File: config.mk
export PLATFORM = sky130hd
export DESIGN_NAME = fcd_ctrl
export DESIGN_NICKNAME = d
export VERILOG_FILES = /design/src/rtl/fcd_pkg.sv /design/src/rtl/fcd_ctrl.sv
export SDC_FILE = /design/constraint.sdc
export NUM_CORES = 1
export LEC_CHECK = 0
export ABC_AREA = 1
export BUFFER_PORTS_ARGS = -buffer_cell sky130_fd_sc_hd__buf_2
export CAP_MARGIN = 5
export CORE_ASPECT_RATIO = 1.75
export CORE_MARGIN = 1
export CORE_UTILIZATION = 54
export DETAILED_ROUTE_END_ITERATION = 6
export GPL_TIMING_DRIVEN = 0
export PLACE_DENSITY = 0.81
export REMOVE_ABC_BUFFERS = 1
export SLEW_MARGIN = 25
export SYNTH_ARGS = -nofsm -noshare
export SYNTH_HDL_FRONTEND = slang
export SYNTH_SLANG_ARGS = --single-unit
File: constraint.sdc
create_clock -name clk_i -period 3.5 [get_ports clk_i]
set_clock_uncertainty 0.05 [all_clocks]
set_input_delay 0 -clock clk_i [delete_from_list [all_inputs] [get_ports clk_i]]
set_output_delay 0 -clock clk_i [all_outputs]
set_load 0.03 [all_outputs]
File: src/rtl/fcd_pkg.sv
// ----------------------------------------------------------------------------
// fcd_pkg
// Shared types and constants of the frontier cell detector: configuration
// register indexes, field widths and the cell descriptor passed between the
// position tracker and the judge stage.
// ----------------------------------------------------------------------------
`timescale 1ns / 1ps

package fcd_pkg;

  // Fixed field widths
  localparam int PIX_W      = 8;
  localparam int COORD_W    = 10;
  localparam int CFG_IDX_W  = 2;
  localparam int CFG_DATA_W = 11;

  // Configuration register defaults
  localparam logic [PIX_W-1:0] FREE_RST    = 8'd254;
  localparam logic [PIX_W-1:0] UNKNOWN_RST = 8'd205;
  localparam int               DIM_RST     = 1024;

  // Configuration register indexes
  typedef enum logic [CFG_IDX_W-1:0] {
    CFG_FREE    = 2'd0,
    CFG_UNKNOWN = 2'd1,
    CFG_WIDTH   = 2'd2,
    CFG_HEIGHT  = 2'd3
  } cfg_idx_e;

  // One line-store word: upper row on top, centre row below
  typedef struct packed {
    logic [PIX_W-1:0] upper;
    logic [PIX_W-1:0] centre;
  } line_word_t;

  // Position of the cell that an item completes, and its border flags
  typedef struct packed {
    logic [COORD_W-1:0] row;
    logic [COORD_W-1:0] col;
    logic               vld;     // item completes a cell of the image
    logic               has_up;
    logic               has_dn;
    logic               has_lf;
    logic               has_rt;
    logic               last;    // final cell of the frame
  } cell_t;

endpackage

File: src/rtl/fcd_ctrl.sv
// ----------------------------------------------------------------------------
// fcd_ctrl
// Input position counters and the input register. Decodes which cell each
// accepted item completes and holds the item until the judge stage takes it.
// ----------------------------------------------------------------------------
`timescale 1ns / 1ps

module fcd_ctrl import fcd_pkg::*; #(
  parameter int MAX_WIDTH  = 1024,
  parameter int MAX_HEIGHT = 1024,
  parameter int WW         = $clog2(MAX_WIDTH + 1),
  parameter int HW         = $clog2(MAX_HEIGHT + 1),
  parameter int IW         = $clog2(MAX_WIDTH)
) (
  input  logic             clk_i,
  input  logic             rst_ni,
  input  logic [WW-1:0]    width_i,
  input  logic [HW-1:0]    height_i,
  input  logic             restart_i,
  input  logic             in_valid_i,
  output logic             in_stall_o,
  input  logic [PIX_W-1:0] pixel_i,
  input  logic             consume_i,
  output logic             rd_en_o,
  output logic [IW-1:0]    rd_addr_o,
  output logic             s1_vld_o,
  output cell_t            s1_cell_o,
  output logic [PIX_W-1:0] s1_pixel_o,
  output logic [IW-1:0]    s1_addr_o
);

  // Row counter runs up to height + 1 during the flush
  localparam int RW = $clog2(MAX_HEIGHT + 2);
  localparam int XW = ((RW > WW) ? RW : WW) + 1;

  logic [IW-1:0]    col_q, col_d;
  logic [RW-1:0]    row_q, row_d;
  logic             s1_vld_q, s1_vld_d;
  cell_t            s1_cell_q;
  logic [PIX_W-1:0] s1_pixel_q;
  logic [IW-1:0]    s1_addr_q;

  logic [XW-1:0] col_x, row_x, w_x, h_x, cr_x, cc_x;
  logic          col_pos, frame_wrap, row_end, accept;
  cell_t         pos;

  assign in_stall_o = s1_vld_q & ~consume_i;
  assign accept     = in_valid_i & ~in_stall_o;
  assign rd_en_o    = accept;
  assign rd_addr_o  = col_q;

  // Decode the cell completed by the item at the current position
  always_comb begin
    col_x   = XW'(col_q);
    row_x   = XW'(row_q);
    w_x     = XW'(width_i);
    h_x     = XW'(height_i);
    col_pos = (col_x != '0);
    if (col_pos) begin
      pos.vld = (row_x >= XW'(1)) && (row_x <= h_x);
      cr_x    = row_x - XW'(1);
      cc_x    = col_x - XW'(1);
    end else begin
      pos.vld = (row_x >= XW'(2)) && (row_x <= h_x + XW'(1));
      cr_x    = row_x - XW'(2);
      cc_x    = w_x - XW'(1);
    end
    pos.row    = COORD_W'(cr_x);
    pos.col    = COORD_W'(cc_x);
    pos.has_up = (cr_x != '0);
    pos.has_dn = (cr_x + XW'(1)) < h_x;
    pos.has_lf = (cc_x != '0);
    pos.has_rt = (cc_x + XW'(1)) < w_x;
    pos.last   = pos.vld && (cr_x == h_x - XW'(1)) && (cc_x == w_x - XW'(1));
    frame_wrap = pos.last || ((row_x >= h_x + XW'(1)) && !col_pos);
    row_end    = (col_x + XW'(1)) >= w_x;
  end

  // Advance the raster position
  always_comb begin
    col_d = col_q;
    row_d = row_q;
    if (restart_i) begin
      col_d = '0;
      row_d = '0;
    end else if (accept) begin
      if (frame_wrap) begin
        col_d = '0;
        row_d = '0;
      end else if (row_end) begin
        col_d = '0;
        row_d = row_q + RW'(1);
      end else begin
        col_d = col_q + IW'(1);
      end
    end
  end

  // Hold an item until the judge stage takes it
  always_comb begin
    s1_vld_d = s1_vld_q;
    if (accept) begin
      s1_vld_d = 1'b1;
    end else if (consume_i) begin
      s1_vld_d = 1'b0;
    end
  end

  always_ff @(posedge clk_i or negedge rst_ni) begin
    if (!rst_ni) begin
      col_q    <= '0;
      row_q    <= '0;
      s1_vld_q <= 1'b0;
    end else begin
      col_q    <= col_d;
      row_q    <= row_d;
      s1_vld_q <= s1_vld_d;
    end
  end

  // Load the item payload
  always_ff @(posedge clk_i) begin
    if (accept) begin
      s1_cell_q  <= pos;
      s1_pixel_q <= pixel_i;
      s1_addr_q  <= col_q;
    end
  end

  assign s1_vld_o   = s1_vld_q;
  assign s1_cell_o  = s1_cell_q;
  assign s1_pixel_o = s1_pixel_q;
  assign s1_addr_o  = s1_addr_q;

endmodule

== Word-level counts from Yosys, hierarchy flattened ==
Index checks and enable logic that the tools add are counted.
Widths: inputs -> output; s select.
Storage, ports and cells
  memory bits (read-only): 0
  output and inout bits: 57
  memories: 0
  bits of input ports: 35
  bits in latches: 0
  word-level logic and storage cells: 65
  bits in writable memories: 0
  bits in registers: 66
Operators by class
  reductions and logical operators: 14
  multipliers: 0
  mux-type cells: 13
  shifts and indexed selects: 0
  bitwise operators: 4
  order comparisons: 8
  equal/unequal tests: 2
  $add $sub $neg: 11
  div/mod/pow operators: 0
Operator list (number)
  $mux 11: 4
  $mux 10: 4
  $sub 11x1->12 const B: 3
  $add 12x1->12 const B: 2
  $eq 12x12->1: 2
  $lt 12x11->1: 2
  $mux 12: 2
  $reduce_bool 12->1: 2
  $add 11x1->12 const B: 1
  $ge 11x12->1: 1
  $le 11x12->1: 1
  $sub 11x2->12 const B: 1
  $add 10x1->11 const B: 1
  $add 11x1->11 const B: 1
  $ge 11x1->1 const B: 1
  $ge 11x11->1: 1
  $ge 11x2->1 const B: 1
  $le 11x11->1: 1
  $sub 10x1->11 const B: 1
  $add 10x1->10 const B: 1
  $reduce_bool 10->1: 1
  $logic_and 1x1->1: 5
  $reduce_bool 2->1: 2
  $mux 1: 3
  other kinds (6): 8

== Longest topological paths before layout ==
Gate-level depths: netlist (run 1).
  word-level depth: 10
  gate-level depth with buffers: 24
  mapped depth without buffers: 22

== Least setup slack after synthesis (run 1) ==
OpenSTA, ideal clock, no wires.
  path kind: register -> register
  start point: register s1_vld_q (netlist: s1_vld_o)
  end point: register col_q[0] (netlist: rd_addr_o[0])
  setup time: 83 ps
  stages on the path, launching flop included: 9
  data arrival time: 3843 ps
  path slack: -476 ps
  cell sequence: dfrtp_1 nand2_1 inv_1 nor2_1 nor2_1 inv_1 clkbuf_1 nand2_1 o21ai_0
Between the ends
  longest elaborated chain between the ends: 4
Ends and longest elaborated chain
  from (decl): RTL line fcd_ctrl.sv:38  | logic s1_vld_q, s1_vld_d;
  from (signal assigned): RTL line fcd_ctrl.sv:117  | s1_vld_q <= s1_vld_d;
  $and 1x1->1: RTL line fcd_ctrl.sv:47  | assign in_stall_o = s1_vld_q & ~consume_i;
  named net in_stall_o: RTL line fcd_ctrl.sv:21  | output logic in_stall_o,
  $not 1->1: RTL line fcd_ctrl.sv:48  | assign accept = in_valid_i & ~in_stall_o;
  $and 1x1->1: RTL line fcd_ctrl.sv:48
  named net rd_en_o: RTL line fcd_ctrl.sv:24  | output logic rd_en_o,
  $reduce_bool 2->1 (no line)
  to (signal assigned): RTL line fcd_ctrl.sv:115  | col_q <= col_d;
  to (decl): RTL line fcd_ctrl.sv:36  | logic [IW-1:0] col_q, col_d;
The timed path passes the listed nets, and every way through them passes these cells.
A chain may end at the register's enable or synchronous reset.

==> flow_results.xml, run 1 <==
<?xml version="1.0" encoding="UTF-8"?>
<metrics>
  <group name="cells_and_area">
    <metric name="post-route-util" unit="">0.6789</metric>
    <metric name="nets" unit="">1176</metric>
    <metric name="final_cells" unit="">1240</metric>
    <metric name="antenna-diode-count" unit="">0</metric>
    <metric name="drive_above_1_share" unit="">0.2009</metric>
    <metric name="area_growth" unit="%">22.86</metric>
  </group>
  <group name="status">
    <metric name="outcome" unit="">finished clean</metric>
  </group>
  <group name="power">
    <metric name="power.leakage" unit="nW">4.272</metric>
    <metric name="powerDensity" unit="mW/mm^2">588.7</metric>
    <metric name="power.total" unit="mW">4.797</metric>
    <metric name="worst_ir_drop_vdd" unit="V">0.0003321</metric>
  </group>
  <group name="timing">
    <metric name="slew_viol_final" unit="">0</metric>
    <metric name="period_needed" unit="ns">3.353</metric>
    <metric name="timing.final.hold_violations" unit="">0</metric>
    <metric name="hold_ws" unit="ns">0.1048</metric>
    <metric name="setup_viol" unit="">0</metric>
    <metric name="slack_of_the_critical_path" unit="ns">0.1475</metric>
    <metric name="timing.final.crit_share" unit="">0.9579</metric>
    <metric name="max_slew_margin" unit="">0.2390</metric>
    <metric name="worst-slew-pin-transition" unit="ns">1.140</metric>
    <metric name="max_clk_rate" unit="MHz">298.3</metric>
  </group>
  <group name="synthesis">
    <metric name="syn-mean-instance-area" unit="um^2">7.056</metric>
    <metric name="synth_compound_area_frac" unit="">0.07376</metric>
    <metric name="yosys.cell_types.count" unit="">49</metric>
    <metric name="yosys_reg_bits" unit="">66</metric>
    <metric name="dominantRegCellSynth" unit="">sky130_fd_sc_hd__edfxtp_1</metric>
    <metric name="synth_simple_gate_area_share" unit="">0.3277</metric>
    <metric name="post_synth_mux_area_share" unit="">0</metric>
    <metric name="synth-adder-area-share" unit="">0.1339</metric>
    <metric name="ys_seq_area_frac" unit="">0.2822</metric>
    <metric name="post_synth_instance_area" unit="mm^2">0.006633</metric>
    <metric name="syn_inst" unit="">940</metric>
    <metric name="yosys_warnings" unit="">0</metric>
    <metric name="synth_xor_xnor_area_share" unit="">0.07527</metric>
    <metric name="main_combinational_cell_family_by_area_after_synthesis" unit="">simple AND/OR/NAND/NOR gates</metric>
    <metric name="number_of_synthesized_flops_with_an_enable_pin" unit="">44</metric>
    <metric name="ys_async_sr_fraction" unit="">0.3333</metric>
  </group>
  <group name="global_route">
    <metric name="antenna_found_initial" unit="">0</metric>
    <metric name="grt_pass1_vias" unit="">6393</metric>
    <metric name="wire_length_of_the_first_global_routing_pass" unit="um">29860</metric>
    <metric name="gr-total-overflow" unit="">0</metric>
    <metric name="grt.total_usage" unit="">0.3013</metric>
    <metric name="grt_max_degree" unit="">32</metric>
  </group>
  <group name="critical_path">
    <metric name="worst-endpoint-required" unit="ns">3.65</metric>
    <metric name="endpoint_kind" unit="">flop</metric>
    <metric name="startpoint_type" unit="">flop</metric>
    <metric name="ff2ff_setup_slack" unit="ns">0.15</metric>
    <metric name="critPathKind" unit="">flop to flop</metric>
    <metric name="arrival" unit="ns">3.50</metric>
    <metric name="biggest_fanout_along_the_worst_timing_path" unit="">5</metric>
  </group>
  <group name="clocking">
    <metric name="tritoncts" unit="">built</metric>
    <metric name="htree_levels" unit="">3</metric>
    <metric name="cts_sinks" unit="">66</metric>
    <metric name="clock_latency" unit="ns">0.33</metric>
    <metric name="root_buf_cell" unit="">sky130_fd_sc_hd__clkbuf_16</metric>
    <metric name="cts.path.max_buffers" unit="">2</metric>
    <metric name="number_of_buffers_created_by_cts" unit="">9</metric>
    <metric name="clock_transition_at_path_regs" unit="ns">0.06</metric>
  </group>
  <group name="worst_hold_path">
    <metric name="hold_class" unit="">primary input to flop</metric>
  </group>
  <group name="placed_design">
    <metric name="place_worst_setup_slack" unit="ns">-0.7503</metric>
    <metric name="detailed_place_hpwl" unit="um">14120</metric>
    <metric name="placed_cells" unit="">1178</metric>
    <metric name="place.port_buffers" unit="">91</metric>
    <metric name="globalplace.congestion" unit="">0.9295</metric>
  </group>
  <group name="drt">
    <metric name="route.detailed.wl_per_inst" unit="um">15.96</metric>
    <metric name="detailedRoute.firstIterationViolations" unit="">458</metric>
    <metric name="dr.pass1.iters" unit="">5</metric>
    <metric name="ant_nets" unit="">0</metric>
    <metric name="route.vias.total" unit="">6839</metric>
    <metric name="route.detailed.vias_per_inst" unit="">5.515</metric>
    <metric name="drt_wl_total" unit="um">19790</metric>
    <metric name="drc" unit="">0</metric>
  </group>
  <group name="floorplan">
    <metric name="initial_core_util" unit="">0.5526</metric>
    <metric name="io_pins" unit="">92</metric>
    <metric name="die_span_x" unit="um">85.78</metric>
    <metric name="dieHeight" unit="um">148.6</metric>
    <metric name="core" unit="mm^2">0.01200</metric>
    <metric name="placementRows" unit="">53</metric>
    <metric name="die_area" unit="mm^2">0.01275</metric>
  </group>
  <group name="job">
    <metric name="cap_violations" unit="">0</metric>
  </group>
</metrics>
-- critical path, cell delays in order (launching register included) --
cell	delay, ns
sky130_fd_sc_hd__dfrtp_2	0.46
sky130_fd_sc_hd__inv_4	0.11
sky130_fd_sc_hd__ha_4	0.16
sky130_fd_sc_hd__nand2_4	0.08
sky130_fd_sc_hd__nor2_8	0.17
sky130_fd_sc_hd__buf_6	0.13
sky130_fd_sc_hd__nand3_1	0.10
sky130_fd_sc_hd__nand2_2	0.17
sky130_fd_sc_hd__ha_4	0.16
sky130_fd_sc_hd__nand2_1	0.06
sky130_fd_sc_hd__nor2_2	0.17
sky130_fd_sc_hd__nand3_2	0.12
sky130_fd_sc_hd__nor2_2	0.14
sky130_fd_sc_hd__nand3_1	0.09
sky130_fd_sc_hd__xor2_1	0.16
sky130_fd_sc_hd__ha_1	0.31
sky130_fd_sc_hd__and3_1	0.19
sky130_fd_sc_hd__a221oi_2	0.22
sky130_fd_sc_hd__nand2_1	0.07
sky130_fd_sc_hd__nor2_1	0.08
-- power by group --
part           total (mW)  switching (mW)  internal (mW)
clock network       0.929           0.341          0.588
registers            1.03          0.0546          0.973
logic                2.84            1.83           1.01
total                4.80            2.23           2.57
-- area by class of cell --
| cell class | instances | area [um^2] |
|---|---|---|
| clock buffers | 13 | 260.3 |
| clock inverters | 3 | 38.79 |
| fillers | 993 | 3854 |
| inverters | 150 | 580.6 |
| multi-input cells | 710 | 4339 |
| flip-flops and latches | 66 | 1879 |
| well taps | 165 | 206.4 |
| repair buffers | 133 | 844.6 |
-- stage by stage --
step	area, um^2	setup TNS [ns]
finish	8149	0
CTS	7745	0
floorplan	6486	-18.84
global placement	7148	-41.93
global route	8149	-0.4481
detailed placement	7211	-12.64
-- cell usage after synthesis (2+ instances only) --
master | count | area (um^2)
sky130_fd_sc_hd__nand2_1 | 239 | 897.1
sky130_fd_sc_hd__inv_1 | 142 | 533.0
sky130_fd_sc_hd__nand3_1 | 95 | 475.5
sky130_fd_sc_hd__nor2_1 | 94 | 352.8
sky130_fd_sc_hd__ha_1 | 71 | 888.4
sky130_fd_sc_hd__xor2_1 | 49 | 429.2
sky130_fd_sc_hd__edfxtp_1 | 44 | 1321
sky130_fd_sc_hd__a21oi_1 | 28 | 140.1
sky130_fd_sc_hd__dfrtp_1 | 22 | 550.5
sky130_fd_sc_hd__o21ai_0 | 21 | 105.1
sky130_fd_sc_hd__nand4_1 | 18 | 112.6
sky130_fd_sc_hd__nor3_1 | 16 | 80.08
sky130_fd_sc_hd__o22ai_1 | 9 | 56.30
sky130_fd_sc_hd__nand2_2 | 8 | 50.05
sky130_fd_sc_hd__xnor2_1 | 8 | 70.07
sky130_fd_sc_hd__buf_6 | 7 | 78.83
sky130_fd_sc_hd__o21ai_1 | 7 | 35.03
sky130_fd_sc_hd__buf_2 | 5 | 25.02
sky130_fd_sc_hd__inv_2 | 5 | 18.77
sky130_fd_sc_hd__clkbuf_1 | 4 | 15.01
sky130_fd_sc_hd__nor2_2 | 4 | 25.02
sky130_fd_sc_hd__nor4_1 | 4 | 25.02
sky130_fd_sc_hd__o21bai_1 | 4 | 30.03
sky130_fd_sc_hd__a21o_1 | 3 | 22.52
sky130_fd_sc_hd__buf_4 | 3 | 22.52
sky130_fd_sc_hd__a211oi_1 | 2 | 15.01
sky130_fd_sc_hd__a31oi_1 | 2 | 12.51
sky130_fd_sc_hd__clkinv_1 | 2 | 7.510
sky130_fd_sc_hd__nand2_4 | 2 | 22.52
sky130_fd_sc_hd__nand3_2 | 2 | 20.02
sky130_fd_sc_hd__nand3b_1 | 2 | 15.01
-- registers in the layout, indices dropped and copies added (netlist names) --
| signal | flops |
|---|---|
| rd_addr_o | 10 |
| row_q | 11 |
| s1_addr_o | 10 |
| s1_cell_o | 26 |
| s1_vld_o | 1 |
| s1_pixel_o | 8 |
-- final timing paths --
path,startpoint,end,cells past startpoint
worst max-delay path,rd_addr_o[0]$_DFFE_PN0P_,s1_cell_o[3]$_DFFE_PP_,19
worst min-delay path,width_i[0],s1_cell_o[6]$_DFFE_PP_,2
worst max register to register,rd_addr_o[0]$_DFFE_PN0P_,s1_cell_o[3]$_DFFE_PP_,19
worst min register to register,rd_addr_o[0]$_DFFE_PN0P_,s1_addr_o[0]$_DFFE_PP_,0
max in group asynchronous,rst_ni,row_q[0]$_DFFE_PN0P_,2
min in group asynchronous,rst_ni,s1_vld_o$_DFFE_PN0P_,2
-- routing by layer --
layer / vias to the layer above / wire length [um] / GRT usage
met1: 3146 / 6798 / 0.2921
met5: - / 0 / 0
met4: 0 / 1468 / 0.2042
met3: 106 / 849 / 0.03330
li1: 3331 / - / -
met2: 256 / 10680 / 0.5808
-- kinds of logic after synthesis --
family                   count (synthesis)
AND/OR/NAND/NOR                        492
flip-flops                              66
XOR/XNOR                                57
buffers and inverters                  170
adder cells (fa/ha/maj)                 71
AO/OA/AOI/OAI                           84
-- cells in the final DEF (no fill, tap or decap), drive strengths merged, types with 2 or more instances in the layout --
cell,instances
a21oi,29
inv,147
nand4,18
nor2,100
nand3b,3
a211oi,2
xnor2,8
clkinv,5
o21ai,30
nand2,253
nor3,18
dfrtp,22
o21bai,4
o22ai,9
nand3,99
dlygate4sd3,12
ha,71
nor4,4
xor2,49
a31oi,2
buf,121
edfxtp,44
a21o,3
clkbuf,13
-- repair_timing --
action,in CTS,in global routing
buffers inserted,2,26
endpoints found under the setup margin,24,23
pin swaps,1,17
endpoints found under the hold margin,32,0
gates resized for setup,20,43
cloned,2,4
hold buffers,12,0
Note: power is estimated with default switching activity, not from simulation.
==> run 2: changes to the inputs <==
--- a/config.mk
+++ b/config.mk
@@ -5,15 +5,16 @@
 export SDC_FILE = /design/constraint.sdc
 export NUM_CORES = 1
 export LEC_CHECK = 0
-export ABC_AREA = 1
+export ABC_AREA = 0
 export BUFFER_PORTS_ARGS = -buffer_cell sky130_fd_sc_hd__buf_2
 export CAP_MARGIN = 5
 export CORE_ASPECT_RATIO = 1.75
 export CORE_MARGIN = 1
-export CORE_UTILIZATION = 54
+export CORE_UTILIZATION = 53
 export DETAILED_ROUTE_END_ITERATION = 6
 export GPL_TIMING_DRIVEN = 0
-export PLACE_DENSITY = 0.81
+export HOLD_SLACK_MARGIN = 0.1
+export PLACE_DENSITY = 0.8
 export REMOVE_ABC_BUFFERS = 1
 export SLEW_MARGIN = 25
 export SYNTH_ARGS = -nofsm -noshare
==> constraint.sdc (replaced) <==
create_clock -name clk_i -period 3.5 [get_ports clk_i]
set_clock_uncertainty 0.05 [all_clocks]
set_input_delay 0.525 -clock clk_i [delete_from_list [all_inputs] [get_ports clk_i]]
set_output_delay 0.525 -clock clk_i [all_outputs]
set_load 0.03 [all_outputs]
==> run 2 against run 1 <==
  * The run now ends with DRC, setup timing left
  * Sequential share of layout area increased by 1.5 points
  * Sequential power fell by 9.7%
  * Register-to-register slack got worse by 0.85 ns
  * Hold slack improved by 0.020 ns
  * Synthesized cell count down 27%
  * First-iteration DRC count increased by 8.5%
  * Flip-flop and latch count unchanged
  * Maximum frequency is 20% lower
  * Combinational power decreased by 40%
  * Core utilization up 0.91 points
==> flow_results.xml, run 2 <==
<?xml version="1.0" encoding="UTF-8"?>
<metrics>
  <group name="placed_design">
    <metric name="placed_cell_area" unit="mm^2">0.006558</metric>
    <metric name="placed_cells" unit="">873</metric>
    <metric name="place.port_buffers" unit="">91</metric>
    <metric name="globalplace.congestion" unit="">0.9152</metric>
    <metric name="place_worst_setup_slack" unit="ns">-2.210</metric>
    <metric name="detailed_place_hpwl" unit="um">13250</metric>
  </group>
  <group name="critical_path">
    <metric name="crit_chain" unit="">inv_2 -&gt; ha_4 -&gt; or4b_4 -&gt; buf_4 -&gt; buf_6 -&gt; buf_6 -&gt; buf_6 -&gt; or4_4 -&gt; buf_6 -&gt; buf_6 -&gt; a21oi_4 -&gt; xnor3_1 -&gt; a2111oi_2 -&gt; and4_2 -&gt; nand4_1 -&gt; buf_6 -&gt; buf_12 -&gt; buf_6 -&gt; nand3_4 -&gt; o22ai_1</metric>
    <metric name="endpoint_kind" unit="">flop</metric>
    <metric name="startpoint_type" unit="">flop</metric>
    <metric name="timing.critical_path.slowest_cell_delay" unit="ns">0.49</metric>
    <metric name="worst-endpoint-required" unit="ns">3.67</metric>
    <metric name="arrival" unit="ns">4.37</metric>
    <metric name="critPathKind" unit="">flop to flop</metric>
    <metric name="biggest_fanout_along_the_worst_timing_path" unit="">6</metric>
    <metric name="cp_common_cell" unit="">sky130_fd_sc_hd__buf_6</metric>
    <metric name="critical-path-slowest-cell" unit="">sky130_fd_sc_hd__or4b_4</metric>
  </group>
  <group name="clocking">
    <metric name="htree_levels" unit="">3</metric>
    <metric name="post_cts_hold_buffer_count" unit="">0</metric>
    <metric name="cts.path.max_buffers" unit="">2</metric>
    <metric name="clock_transition_at_path_regs" unit="ns">0.05</metric>
    <metric name="number_of_buffers_created_by_cts" unit="">9</metric>
    <metric name="root_buf_cell" unit="">sky130_fd_sc_hd__clkbuf_16</metric>
    <metric name="clock_latency" unit="ns">0.34</metric>
    <metric name="tritoncts" unit="">built</metric>
    <metric name="cts_sinks" unit="">66</metric>
  </group>
  <group name="cells_and_area">
    <metric name="multiInputGateArea" unit="mm^2">0.004233</metric>
    <metric name="post-route-cell-area" unit="mm^2">0.007640</metric>
    <metric name="final_cells" unit="">931</metric>
    <metric name="filler_cell_count" unit="">817</metric>
    <metric name="area_growth" unit="%">26.18</metric>
    <metric name="largest_register_ffs" unit="">26</metric>
    <metric name="drive_above_1_share" unit="">0.2766</metric>
    <metric name="antenna-diode-count" unit="">0</metric>
    <metric name="final-seq-area" unit="mm^2">0.001878</metric>
    <metric name="layout.cells.most_common_list" unit="">91 x sky130_fd_sc_hd__buf_2, 70 x sky130_fd_sc_hd__ha_1, 58 x sky130_fd_sc_hd__inv_1</metric>
    <metric name="nets" unit="">900</metric>
    <metric name="layout.cells.most_common" unit="">sky130_fd_sc_hd__buf_2</metric>
    <metric name="post-route-util" unit="">0.6881</metric>
  </group>
  <group name="synthesis">
    <metric name="ys_seq_area_frac" unit="">0.3092</metric>
    <metric name="synth.area.top_cells" unit="">sky130_fd_sc_hd__edfxtp_1 22%, sky130_fd_sc_hd__ha_1 15%, sky130_fd_sc_hd__dfrtp_1 9.1%</metric>
    <metric name="post_synth_instance_area" unit="mm^2">0.006055</metric>
    <metric name="dominantRegCellSynth" unit="">sky130_fd_sc_hd__edfxtp_1</metric>
    <metric name="post-synth-top-area-cell" unit="">sky130_fd_sc_hd__edfxtp_1</metric>
    <metric name="post-synth-top-count-cell" unit="">sky130_fd_sc_hd__ha_1</metric>
    <metric name="yosys.cell_types.count" unit="">73</metric>
    <metric name="yosys_warnings" unit="">0</metric>
    <metric name="ys_async_sr_fraction" unit="">0.3333</metric>
    <metric name="syn_inst" unit="">682</metric>
    <metric name="number_of_synthesized_flops_with_an_enable_pin" unit="">44</metric>
    <metric name="portion_of_synthesized_cell_area_occupied_by_the_leading_cell_type" unit="">0.2182</metric>
    <metric name="yosys_reg_bits" unit="">66</metric>
    <metric name="syn-mean-instance-area" unit="um^2">8.878</metric>
    <metric name="list_of_most_frequent_post_synthesis_cells" unit="">71 x sky130_fd_sc_hd__ha_1, 61 x sky130_fd_sc_hd__inv_1, 55 x sky130_fd_sc_hd__xnor2_1</metric>
  </group>
  <group name="floorplan">
    <metric name="core" unit="mm^2">0.01110</metric>
    <metric name="dieHeight" unit="um">143.4</metric>
    <metric name="io_pins" unit="">92</metric>
    <metric name="die_area" unit="mm^2">0.01187</metric>
    <metric name="initial_core_util" unit="">0.5453</metric>
    <metric name="die_span_x" unit="um">82.80</metric>
    <metric name="placementRows" unit="">51</metric>
  </group>
  <group name="timing">
    <metric name="max_clk_rate" unit="MHz">237.8</metric>
    <metric name="worst-slew-pin-transition" unit="ns">0.8816</metric>
    <metric name="slack_of_the_critical_path" unit="ns">-0.7058</metric>
    <metric name="setup_repair_after_global_routing_missed_its_margin" unit="">yes</metric>
    <metric name="period_needed" unit="ns">4.206</metric>
    <metric name="setup_tns" unit="ns">-14.78</metric>
    <metric name="max_slew_margin" unit="">0.4116</metric>
    <metric name="timing.final.crit_share" unit="">1.202</metric>
    <metric name="hold_ws" unit="ns">0.1248</metric>
    <metric name="slew_viol_final" unit="">0</metric>
    <metric name="timing.final.hold_violations" unit="">0</metric>
    <metric name="setup_viol" unit="">25</metric>
  </group>
  <group name="global_route">
    <metric name="gr-total-overflow" unit="">0</metric>
    <metric name="antenna_found_initial" unit="">0</metric>
    <metric name="grt.total_usage" unit="">0.3360</metric>
    <metric name="grt_max_degree" unit="">28</metric>
    <metric name="wire_length_of_the_first_global_routing_pass" unit="um">29710</metric>
    <metric name="grt_pass1_vias" unit="">6090</metric>
  </group>
  <group name="power">
    <metric name="worst_ir_drop_vdd" unit="V">0.0003441</metric>
    <metric name="power.leakage" unit="nW">3.332</metric>
    <metric name="power.total" unit="mW">3.516</metric>
    <metric name="powerDensity" unit="mW/mm^2">460.2</metric>
  </group>
  <group name="drt">
    <metric name="drt_wl_total" unit="um">19000</metric>
    <metric name="dr.pass1.iters" unit="">7</metric>
    <metric name="route.detailed.wl_per_inst" unit="um">20.41</metric>
    <metric name="detailedRoute.firstIterationViolations" unit="">497</metric>
    <metric name="route.detailed.vias_per_inst" unit="">6.444</metric>
    <metric name="ant_nets" unit="">0</metric>
    <metric name="route.vias.total" unit="">5999</metric>
    <metric name="drc" unit="">4</metric>
  </group>
  <group name="status">
    <metric name="violations" unit="">DRC, setup timing</metric>
    <metric name="outcome" unit="">finished, violations left</metric>
  </group>
  <group name="worst_hold_path">
    <metric name="hold_class" unit="">primary input to async pin</metric>
  </group>
  <group name="job">
    <metric name="cap_violations" unit="">0</metric>
  </group>
</metrics>
[run 2: cell types whose count changed in the layout (fill, tap and decap cells not counted), moves of 12 or more]
cell and delta:
sky130_fd_sc_hd__xnor2_1 +44, sky130_fd_sc_hd__inv_1 -77, sky130_fd_sc_hd__nand2_1 -182, sky130_fd_sc_hd__dlygate4sd3_1 -12
sky130_fd_sc_hd__xor2_1 -36, sky130_fd_sc_hd__nand3_1 -69, sky130_fd_sc_hd__buf_6 +12, sky130_fd_sc_hd__nor2_1 -52
[run 2: metal layers]
metal | share of wire | global-route usage
met1 | 0.33 | 0.3271
met3 | 0.052 | 0.05841
met4 | 0.091 | 0.2967
met2 | 0.53 | 0.5833
met5 | 0 | 0
[run 2: final cells by class]
| cell class | count | share of cell area |
|---|---|---|
| multi-input combinational | 524 | 0.5540 |
| timing repair buffer | 132 | 0.1105 |
| clock buffer | 12 | 0.03226 |
| clock inverter | 4 | 0.005732 |
| sequential | 66 | 0.2458 |
| inverter | 61 | 0.02997 |
| tap | 132 | 0.02162 |
[run 2: cells by family (layout without fill, tap and decap cells)]
kind of cell,count (synthesis),in the layout,share of synthesized area
simple gates,243,245,0.2170
fa+ha+maj,71,71,0.1467
flops,66,66,0.3092
compound gates,130,130,0.1471
xor+xnor,72,72,0.1077
mux,6,6,0.01013
buf+inv,94,209,0.06220
[run 2: final timing paths]
kind                                     startpoint                        to  slack, ns  cells past startpoint
min in group clk_i                       pixel_i[7]   s1_pixel_o[7]$_DFFE_PP_       0.30                      1
hold / removal                               rst_ni  rd_addr_o[6]$_DFFE_PN0P_       0.12                      1
setup / recovery           rd_addr_o[0]$_DFFE_PN0P_  rd_addr_o[2]$_DFFE_PN0P_      -0.71                     20
max in group asynchronous                    rst_ni  rd_addr_o[4]$_DFFE_PN0P_       2.87                      1
setup reg to reg           rd_addr_o[0]$_DFFE_PN0P_  rd_addr_o[2]$_DFFE_PN0P_      -0.71                     20
hold reg to reg                s1_vld_o$_DFFE_PN0P_      s1_vld_o$_DFFE_PN0P_       0.50                      2
[run 2: power by group]
group	switching [mW]	internal [mW]	total [mW]
Clock	0.332	0.566	0.898
Sequential	0.0195	0.911	0.930
Combinational	0.954	0.734	1.69
[run 2: worst max-delay path: cells and delay by family, from the launching register on]
family,cells,cell delay [ns]
and+or+nand+nor,5,1.47
buffers and inverters,10,1.24
AOI/OAI and AO/OA,3,0.46
DFF,1,0.42
xor gates and xnor gates,1,0.29
adders and majority gates,1,0.13
[run 2: timing repair]
action / 4_1_cts / 5_1_grt
pin swaps: 31 / 10
gates cloned: 2 / 0
gates resized for setup: 86 / 15
endpoints found under the setup margin: 26 / 26
setup buffers: 37 / 3
==> run 3: changes to the inputs <==
--- a/config.mk
+++ b/config.mk
@@ -16,6 +16,7 @@
 export HOLD_SLACK_MARGIN = 0.1
 export PLACE_DENSITY = 0.8
 export REMOVE_ABC_BUFFERS = 1
+export SETUP_SLACK_MARGIN = 0.05
 export SLEW_MARGIN = 25
 export SYNTH_ARGS = -nofsm -noshare
 export SYNTH_HDL_FRONTEND = slang
==> run 3 against run 2 <==
  * The run ends with setup timing left
  * Die area stayed put
  * Global-route usage is 0.14 points higher
  * Largest cell class unchanged
  * Critical path depth is 2 lower
==> flow_results.xml, run 3 (synthesized netlist as in run 2, its figures left out) <==
<?xml version="1.0" encoding="UTF-8"?>
<metrics>
  <group name="clocking">
    <metric name="tritoncts" unit="">built</metric>
    <metric name="root_buf_cell" unit="">sky130_fd_sc_hd__clkbuf_16</metric>
    <metric name="clock_transition_at_path_regs" unit="ns">0.05</metric>
    <metric name="htree_levels" unit="">3</metric>
    <metric name="cts_sinks" unit="">66</metric>
    <metric name="cts.path.max_buffers" unit="">2</metric>
    <metric name="clock_latency" unit="ns">0.34</metric>
    <metric name="number_of_buffers_created_by_cts" unit="">9</metric>
  </group>
  <group name="cells_and_area">
    <metric name="area_growth" unit="%">26.80</metric>
    <metric name="post-route-util" unit="">0.6915</metric>
    <metric name="largest_register_ffs" unit="">26</metric>
    <metric name="layout.cells.most_common" unit="">sky130_fd_sc_hd__buf_2</metric>
    <metric name="layout.cells.most_common_list" unit="">91 x sky130_fd_sc_hd__buf_2, 70 x sky130_fd_sc_hd__ha_1, 58 x sky130_fd_sc_hd__inv_1</metric>
    <metric name="final_cells" unit="">932</metric>
    <metric name="drive_above_1_share" unit="">0.2825</metric>
    <metric name="antenna-diode-count" unit="">0</metric>
    <metric name="nets" unit="">901</metric>
  </group>
  <group name="timing">
    <metric name="max_slew_margin" unit="">0.3895</metric>
    <metric name="hold_ws" unit="ns">0.1373</metric>
    <metric name="period_needed" unit="ns">4.195</metric>
    <metric name="setup_viol" unit="">25</metric>
    <metric name="timing.final.hold_violations" unit="">0</metric>
    <metric name="slew_viol_final" unit="">0</metric>
    <metric name="max_clk_rate" unit="MHz">238.4</metric>
    <metric name="worst-slew-pin-transition" unit="ns">0.9148</metric>
    <metric name="slack_of_the_critical_path" unit="ns">-0.6951</metric>
    <metric name="timing.final.crit_share" unit="">1.199</metric>
    <metric name="setup_repair_after_global_routing_missed_its_margin" unit="">yes</metric>
  </group>
  <group name="power">
    <metric name="worst_ir_drop_vdd" unit="V">0.0003429</metric>
    <metric name="power.leakage" unit="nW">3.347</metric>
    <metric name="power.total" unit="mW">3.522</metric>
    <metric name="powerDensity" unit="mW/mm^2">458.8</metric>
  </group>
  <group name="floorplan">
    <metric name="placementRows" unit="">51</metric>
    <metric name="die_span_x" unit="um">82.80</metric>
    <metric name="core" unit="mm^2">0.01110</metric>
    <metric name="initial_core_util" unit="">0.5453</metric>
    <metric name="dieHeight" unit="um">143.4</metric>
    <metric name="io_pins" unit="">92</metric>
    <metric name="die_area" unit="mm^2">0.01187</metric>
  </group>
  <group name="placed_design">
    <metric name="globalplace.congestion" unit="">0.9152</metric>
    <metric name="placed_cells" unit="">873</metric>
    <metric name="place.port_buffers" unit="">91</metric>
    <metric name="detailed_place_hpwl" unit="um">13250</metric>
  </group>
  <group name="drt">
    <metric name="route.detailed.wl_per_inst" unit="um">20.84</metric>
    <metric name="route.detailed.vias_per_inst" unit="">6.458</metric>
    <metric name="route.vias.total" unit="">6019</metric>
    <metric name="detailedRoute.firstIterationViolations" unit="">585</metric>
    <metric name="ant_nets" unit="">0</metric>
    <metric name="dr.pass1.iters" unit="">7</metric>
    <metric name="drc" unit="">0</metric>
    <metric name="drt_wl_total" unit="um">19420</metric>
  </group>
  <group name="critical_path">
    <metric name="crit-reg2reg-launch" unit="">rd_addr_o[0]$_DFFE_PN0P_</metric>
    <metric name="biggest_fanout_along_the_worst_timing_path" unit="">3</metric>
    <metric name="arrival" unit="ns">4.31</metric>
    <metric name="worst-endpoint-required" unit="ns">3.62</metric>
    <metric name="ff2ff_setup_slack" unit="ns">-0.70</metric>
    <metric name="critical_path_endpoint" unit="">s1_cell_o[1]$_DFFE_PP_</metric>
    <metric name="endpoint_kind" unit="">flop</metric>
    <metric name="r2r_end" unit="">s1_cell_o[1]$_DFFE_PP_</metric>
    <metric name="startpoint_type" unit="">flop</metric>
    <metric name="critical_path.startpoint" unit="">rd_addr_o[0]$_DFFE_PN0P_</metric>
    <metric name="critPathKind" unit="">flop to flop</metric>
    <metric name="reg2reg_depth" unit="">18</metric>
  </group>
  <group name="global_route">
    <metric name="grt_max_degree" unit="">28</metric>
    <metric name="wire_length_of_the_first_global_routing_pass" unit="um">29700</metric>
    <metric name="met1_usage" unit="">0.3309</metric>
    <metric name="grt_pass1_vias" unit="">6100</metric>
    <metric name="busiest_layer_in_global_routing" unit="">met2</metric>
    <metric name="gr-total-overflow" unit="">0</metric>
    <metric name="grt.total_usage" unit="">0.3374</metric>
    <metric name="antenna_found_initial" unit="">0</metric>
    <metric name="groute.layer.met3.usage" unit="">0.06413</metric>
    <metric name="grt_util_met2" unit="">0.5828</metric>
  </group>
  <group name="status">
    <metric name="outcome" unit="">finished, violations left</metric>
    <metric name="violations" unit="">setup timing</metric>
  </group>
  <group name="worst_hold_path">
    <metric name="hold_class" unit="">primary input to async pin</metric>
  </group>
  <group name="job">
    <metric name="cap_violations" unit="">0</metric>
  </group>
</metrics>
-- run 3: cell count changes in the layout (fill, tap and decap cells not counted), sizes merged --
cell,change
buf,+1
-- run 3: cell type report --
| type | instances | area [um^2] |
|---|---|---|
| clock buffer | 12 | 246.5 |
| clock inverter | 4 | 43.79 |
| timing repair buffer | 133 | 844.6 |
| multi-input combinational | 524 | 4270 |
| tap | 132 | 165.2 |
| inverter | 61 | 229.0 |
| fill | 805 | 3426 |
| sequential | 66 | 1878 |
-- run 3: worst min path at each step --
stage	cells after the start	to	slack (ns)	start
final	1	rd_addr_o[6]$_DFFE_PN0P_	0.14	rst_ni
after global routing	1	rd_addr_o[6]$_DFFE_PN0P_	0.17	rst_ni
after CTS	1	rd_addr_o[6]$_DFFE_PN0P_	0.14	rst_ni
after detailed placement	1	row_q[8]$_DFFE_PN0P_	0.49	rst_ni
after global placement	2	s1_vld_o$_DFFE_PN0P_	0.46	s1_vld_o$_DFFE_PN0P_
after floorplan	0	rd_addr_o[0]$_DFFE_PN0P_	0.18	rst_ni
-- run 3: what timing repair did --
| action | CTS | global route |
|---|---|---|
| setup buffers | 37 | 6 |
| gates cloned | 2 | 0 |
| hold buffers | 0 | 0 |
| gates resized for setup | 87 | 20 |
| endpoints found under the setup margin | 26 | 26 |
| pin swaps | 31 | 16 |
-- run 3: critical path, stage by stage (launching register included) --
cell and delay [ns]:
sky130_fd_sc_hd__dfrtp_2 0.42, sky130_fd_sc_hd__inv_2 0.08, sky130_fd_sc_hd__ha_4 0.13, sky130_fd_sc_hd__or4b_4 0.50, sky130_fd_sc_hd__nor3_4 0.21, sky130_fd_sc_hd__buf_6 0.16, sky130_fd_sc_hd__buf_8 0.12, sky130_fd_sc_hd__mux2i_4 0.23
sky130_fd_sc_hd__ha_1 0.25, sky130_fd_sc_hd__ha_1 0.27, sky130_fd_sc_hd__nor2b_1 0.13, sky130_fd_sc_hd__o21a_1 0.16, sky130_fd_sc_hd__o21a_1 0.16, sky130_fd_sc_hd__o21a_1 0.17, sky130_fd_sc_hd__o21a_1 0.17, sky130_fd_sc_hd__o21ai_1 0.14
sky130_fd_sc_hd__a21oi_1 0.08, sky130_fd_sc_hd__or3_1 0.32, sky130_fd_sc_hd__a221oi_2 0.26
-- run 3: report_power, final --
part | switching [mW] | total [mW] | internal (mW)
clock network | 0.335 | 0.901 | 0.566
registers | 0.0197 | 0.930 | 0.911
logic | 0.954 | 1.69 | 0.737
-- run 3: layer usage --
layer / wire length (um) / share of wire
met2: 10150 / 0.52
met1: 6460 / 0.33
met4: 1670 / 0.086
met3: 1140 / 0.059
met5: 0 / 0
-- run 3: through the flow --
step	setup TNS, ns	setup slack (ns)	area [um^2]
global placement	-50.82	-2.346	6528
floorplan	-26.18	-1.334	5907
finish	-13.81	-0.6951	7677
CTS	-9.691	-0.7188	7556
detailed placement	-46.97	-2.210	6558
global route	-15.31	-0.8392	7677
